===== config.mk =====
export PLATFORM = sky130hd
export DESIGN_NAME = gpuf_cell_map
export DESIGN_NICKNAME = d
export VERILOG_FILES = /design/src/rtl/core/gpuf_pkg.sv /design/src/rtl/core/gpuf_cell_map.sv
export SDC_FILE = /design/constraint.sdc
export NUM_CORES = 1
export LEC_CHECK = 0
export ABC_AREA = 1
export CAP_MARGIN = 10
export CORE_MARGIN = 8
export CORE_UTILIZATION = 50
export DETAILED_ROUTE_END_ITERATION = 6
export DONT_BUFFER_PORTS = 1
export SETUP_SLACK_MARGIN = 0.5
export SYNTH_ARGS = -nofsm -noshare
export SYNTH_HDL_FRONTEND = slang
export SYNTH_SLANG_ARGS = --single-unit

===== constraint.sdc =====
create_clock -name vclk -period 16
set_clock_uncertainty 0.1 [all_clocks]
set_input_delay 0 -clock vclk [all_inputs]
set_output_delay 0 -clock vclk [all_outputs]
set_load 0.05 [all_outputs]

===== src/rtl/core/gpuf_pkg.sv =====
// Package with types and constants of the grid percolation union-find unit.
`default_nettype none
package gpuf_pkg;
  localparam int unsigned MAX_CELLS = 16384;
  localparam int unsigned NODE_COUNT = MAX_CELLS + 2;
  localparam int unsigned NODE_W = $clog2(NODE_COUNT);
  localparam int unsigned ENTRY_W = NODE_W + 1;
  localparam int unsigned ROW_W = 13;
  localparam int unsigned DIM_W = 14;
  localparam int unsigned DAY_W = 15;
  localparam int unsigned TOTAL_W = 2 * DIM_W;
  localparam int unsigned CNT_W = 15;
  localparam logic [NODE_W-1:0] NODE_TOP = NODE_W'(MAX_CELLS);
  localparam logic [NODE_W-1:0] NODE_BOTTOM = NODE_W'(MAX_CELLS + 1);
  localparam logic [NODE_W-1:0] NODE_LAST = NODE_W'(NODE_COUNT - 1);
  localparam logic [TOTAL_W-1:0] TOTAL_MAX = TOTAL_W'(MAX_CELLS);
  localparam logic [DAY_W-1:0] DAY_MAX = {DAY_W{1'b1}};

  typedef enum logic {
    CFG_ROWS = 1'b0,
    CFG_COLS = 1'b1
  } cfg_reg_e;

  typedef enum logic [1:0] {
    DIR_UP    = 2'd0,
    DIR_DOWN  = 2'd1,
    DIR_LEFT  = 2'd2,
    DIR_RIGHT = 2'd3
  } dir_e;

  typedef enum logic [1:0] {
    FIND_SELF   = 2'd0,
    FIND_NB     = 2'd1,
    FIND_TOP    = 2'd2,
    FIND_BOTTOM = 2'd3
  } find_sel_e;

  typedef struct packed {
    logic [ROW_W-1:0] cell_row;
    logic [ROW_W-1:0] cell_col;
    logic             new_problem;
  } in_word_t;

  typedef struct packed {
    logic             crossed;
    logic [DAY_W-1:0] day;
    logic             bad_cell;
  } out_word_t;

  typedef struct packed {
    logic [NODE_W-1:0]  idx;
    logic [NODE_W-1:0]  init_parent;
    logic [TOTAL_W-1:0] total;
    logic               bad;
    logic               has_up;
    logic               has_down;
    logic               has_left;
    logic               has_right;
  } cell_info_t;
endpackage
`default_nettype wire


===== src/rtl/core/gpuf_cell_map.sv =====
// Cell index, grid size, range checks and neighbor flags for one cell.
`default_nettype none
module gpuf_cell_map (
  input  wire logic [gpuf_pkg::ROW_W-1:0] cell_row_i,
  input  wire logic [gpuf_pkg::ROW_W-1:0] cell_col_i,
  input  wire logic [gpuf_pkg::DIM_W-1:0] grid_rows_i,
  input  wire logic [gpuf_pkg::DIM_W-1:0] grid_cols_i,
  output gpuf_pkg::cell_info_t            info_o
);
  import gpuf_pkg::*;

  logic [TOTAL_W-1:0] prod;
  logic [TOTAL_W-1:0] total;
  logic [DIM_W-1:0]   row_x;
  logic [DIM_W-1:0]   col_x;
  logic [NODE_W-1:0]  idx;

  assign row_x = {1'b0, cell_row_i};
  assign col_x = {1'b0, cell_col_i};
  assign prod = TOTAL_W'(row_x) * TOTAL_W'(grid_cols_i) + TOTAL_W'(col_x);
  assign total = TOTAL_W'(grid_rows_i) * TOTAL_W'(grid_cols_i);
  assign idx = prod[NODE_W-1:0];

  always_comb begin
    info_o.idx = idx;
    info_o.total = total;
    info_o.bad = (total > TOTAL_MAX) || (row_x >= grid_rows_i) || (col_x >= grid_cols_i);
    info_o.has_up = (cell_row_i != '0);
    info_o.has_down = ((row_x + DIM_W'(1)) < grid_rows_i);
    info_o.has_left = (cell_col_i != '0);
    info_o.has_right = ((col_x + DIM_W'(1)) < grid_cols_i);
    if (cell_row_i == '0) begin
      info_o.init_parent = NODE_TOP;
    end else if (row_x == grid_rows_i - DIM_W'(1)) begin
      info_o.init_parent = NODE_BOTTOM;
    end else begin
      info_o.init_parent = idx;
    end
  end
endmodule
`default_nettype wire


[After elaboration in Yosys (flattened, before gate mapping)]
Index checks and enable logic that the tools add are counted.
Storage, ports and cells
  flip-flop bits (word level): 0
  input port bits: 54
  output and inout port bits: 63
  word-level logic and storage cells: 19
Cells by class
  add/subtract/negate cells: 4
  multiply operators: 2
  magnitude comparators: 5
  eq/ne operators: 1
  mux-type cells: 2
  reduce and logical (&&, ||, !) cells: 5
Operators by type and width (count)
  two-way mux 15 bit: 2
  adder 13 x 1 -> 14 bit (second input constant): 2
  >= comparator 13 x 14 -> 1 bit: 2
  > comparator 28 x 15 -> 1 bit (second input constant): 1
  < comparator 14 bit: 2
  multiplier 14 x 14 -> 28 bit: 1
  nonzero test 13 bit: 2
  adder 15 x 13 -> 15 bit: 1
  multiplier 13 x 14 -> 15 bit: 1
  equality test 13 x 14 -> 1 bit: 1
  subtractor 14 x 1 -> 14 bit (second input constant): 1
  logical NOT 13 bit: 1
  logical OR 1 bit: 2

[Logic depth before layout (Yosys ltp)]
  depth in word-level cells: 4
  depth in mapped cells: 33
  mapped depth without buffers: 31

[Worst setup path after synthesis]
Ideal clock, no wire load.
  path kind: input to output
  start: input port grid_cols_i[5] in the netlist's numbering
  end: output port info_o[44] in the netlist's numbering
  arrival time: 5.823 ns
  required time: 15.900 ns
  slack: 10.077 ns
  cell stages on the path: 22
  buffers on the path: 2
  path through: clkbuf_1 -> clkbuf_1 -> nand2_1 -> fa_1 -> inv_1 -> fa_1 -> inv_1 -> fa_1 -> fa_1 -> fa_1 -> inv_1 -> fa_1 -> ha_1 -> nand2_1 -> nor3_1 -> a21oi_1 -> nor2_1 -> nand2_1 -> nand2_1 -> xor2_1 -> inv_1 -> nor2_2
RTL lines
  start: declaration: RTL line gpuf_cell_map.sv:7  | input wire logic [gpuf_pkg::DIM_W-1:0] grid_cols_i,
  end: declaration: RTL line gpuf_cell_map.sv:8  | output gpuf_pkg::cell_info_t info_o

==> load_flow_metrics.sql <==
INSERT INTO impl_metrics (metric_group, metric, value, unit) VALUES
('setup_path', 'critical_path_peak_fanout', '16', ''),
('cells_and_area', 'antennaDiodeCount', '0', ''),
('cells_and_area', 'clkbuf_count', '0', ''),
('global_routing', 'first_global_vias', '12400', ''),
('sta', 'hold-worst-slack', '0.155', 'ns'),
('floorplanning', 'placement_rows', '61', ''),
('drt', 'drt_drc_violations_left', '0', ''),
('setup_path', 'critical-path-max-stage-delay', '0.54', 'ns'),
('sta', 'timing.fmax', '164', 'MHz'),
('place', 'placed_cell_count', '2340', ''),
('synth', 'synth.yosys.warnings', '0', ''),
('synth', 'netlist-cell-type-count', '44', ''),
('clock_tree', 'hold_buffers', '0', ''),
('cells_and_area', 'share_of_layout_cells_above_drive_strength_1', '1.53', '%'),
('global_routing', 'largest_net_degree_at_the_start_of_global_routing', '30', ''),
('synth', 'synth_common_cells', 'sky130_fd_sc_hd__inv_1, sky130_fd_sc_hd__nand2_1, sky130_fd_sc_hd__fa_1', ''),
('synth', 'synth_seq_area_share', '0', '%'),
('synth', 'yosys.cell_count.top_type', 'sky130_fd_sc_hd__inv_1', ''),
('sta', 'slew-limit-headroom', '21.4', '%'),
('job', 'drv_cap', '0', ''),
('drt', 'detail_route.iter0.violations', '624', ''),
('cells_and_area', 'synthToLayoutAreaGrowth', '0.738', '%'),
('cells_and_area', 'n_fill_cell', '2831', ''),
('clock_tree', 'postCtsSetupBuffers', '0', ''),
('floorplanning', 'ioPinCount', '117', ''),
('run_status', 'run_status', 'complete, no violations', ''),
('cells_and_area', 'fin_cells', '2340', ''),
('place', 'placed_cell_area', '14000', 'sq um'),
('synth', 'post_synthesis_instance_area', '13900', 'sq um'),
('setup_path', 'cpMaxStageDelayCell', 'sky130_fd_sc_hd__fa_1', ''),
('setup_path', 'timing.critical_path.max_delay_family', 'adder cells', ''),
('setup_path', 'critical_path_startpoint', 'grid_rows_i[7]', ''),
('drt', 'drtPass1Iterations', '5', ''),
('drt', 'vias', '11700', ''),
('sta', 'worst_pin_slew', '1.17', 'ns'),
('place', 'post-dp-hpwl', '30.1', 'mm'),
('cells_and_area', 'sequential_cell_area', '0', 'sq um'),
('floorplanning', 'initial_core_util', '50.4', '%'),
('sta', 'layout_min_cycle_time', '6.10', 'ns'),
('setup_path', 'setup.worst_path.end_class', 'primary output', ''),
('place', 'gp_congestion', '0.892', ''),
('cells_and_area', 'fin_area', '14000', 'sq um'),
('setup_path', 'worstPathArrival', '6.00', 'ns'),
('setup_path', 'worst_ep_required_time', '15.90', 'ns'),
('global_routing', 'grt_first_pass_wirelength', '61.9', 'mm'),
('sta', 'final_max_slew_viol_count', '0', ''),
('drt', 'vias_per_cell', '5.00', ''),
('global_routing', 'remaining_overflow_grt', '0', ''),
('cells_and_area', 'multi_input_area', '11200', 'sq um'),
('synth', 'synth_top_area_cell', 'sky130_fd_sc_hd__fa_1', ''),
('synth', 'cells_after_synth', '2040', ''),
('floorplanning', 'core_region_area', '27600', 'sq um'),
('clock_tree', 'postCtsResizedCells', '0', ''),
('global_routing', 'grt_usage', '22.4', '%'),
('floorplanning', 'die_ar', '33400', 'sq um'),
('cells_and_area', 'design.seq.count', '0', ''),
('floorplanning', 'dieWidth', '183', 'um'),
('setup_path', 'worst_setup_path_start_kind', 'input port', ''),
('synth', 'avgSynthCellArea', '6.81', 'sq um'),
('sta', 'finalHoldViolations', '0', ''),
('synth', 'synth_top_area_share', '31.7', '%'),
('drt', 'routed_wirelength', '35.8', 'mm'),
('drt', 'wl_per_cell', '15.3', 'um'),
('place', 'io_buffers', '0', ''),
('sta', 'min_period_over_period', '38.1', '%'),
('drt', 'detail-route-antenna-nets', '0', ''),
('setup_path', 'worst-setup-path-type', 'input port to primary output', ''),
('worst_hold_path', 'timing.hold.worst.class', 'input port to primary output', ''),
('sta', 'setup_tns', '0', 'ns'),
('synth', 'ys_top_cells_by_area', 'sky130_fd_sc_hd__fa_1, sky130_fd_sc_hd__ha_1, sky130_fd_sc_hd__inv_1', ''),
('global_routing', 'grt_antenna_before_repair', '0', ''),
('sta', 'setup_viol_count_final', '0', ''),
('sta', 'grt_setup_unrepaired', 'false', ''),
('worst_hold_path', 'hp-start', 'grid_rows_i[0]', ''),
('synth', 'synth_nets', '2509', ''),
('setup_path', 'worst-path-buf-inv', '8', ''),
('cells_and_area', 'design.final.nets', '2433', ''),
('floorplanning', 'floorplan.die.height', '183', 'um');
-- routing by layer --
| layer | track usage (%) | wire, um | vias to the layer above | share of wire (%) |
|---|---|---|---|---|
| li1 | - | - | 5755 | - |
| met1 | 27.9 | 15200 | 5585 | 42 |
| met2 | 41.9 | 18000 | 306 | 50 |
| met3 | 1.78 | 1850 | 48 | 5.2 |
| met4 | 4.59 | 767 | 0 | 2.1 |
| met5 | 0 | 0 | - | 0 |
-- metrics by stage --
step,worst slack [ns],util (%)
after floorplan,10.08,-
after global placement,9.89,50.8
after detailed placement,9.95,50.8
after CTS,9.89,50.8
after global routing,9.50,50.8
final,9.90,50.8
-- worst paths after layout --
kind | to | slack, ns | cells past startpoint
min | info_o[5] | 0.15 | 2
max | info_o[4] | 9.90 | 29
-- layout by cell type (no fill, tap or decap), drive strengths merged, types with 2 or more instances in the layout --
cell type,instances
nand4,24
xnor2,24
o21bai,3
a21o,2
o211ai,3
a21oi,54
or2,2
nor4,9
o221ai,3
a21boi,2
nand3b,6
o21ai,14
o21a,2
nor2,90
fa,220
ha,195
nor3,15
xor2,56
nand2,560
nand3,61
inv,610
a221oi,2
-- logic make-up after synthesis --
| logic type | Yosys count | synth area share, % |
|---|---|---|
| compound gates | 89 | 3.63 |
| xor+xnor | 80 | 5.15 |
| fa+ha+maj | 415 | 49.2 |
| buf+inv | 688 | 19.1 |
| simple gates | 768 | 22.8 |
-- layout make-up --
cell class	instances	share of cell area [%]
multi-input combinational	1352	80.3
inverter	610	16.4
tap	378	3.38
Power is not shown: default switching activity piles up to over one toggle a cycle in this logic, so the estimate is an artifact.
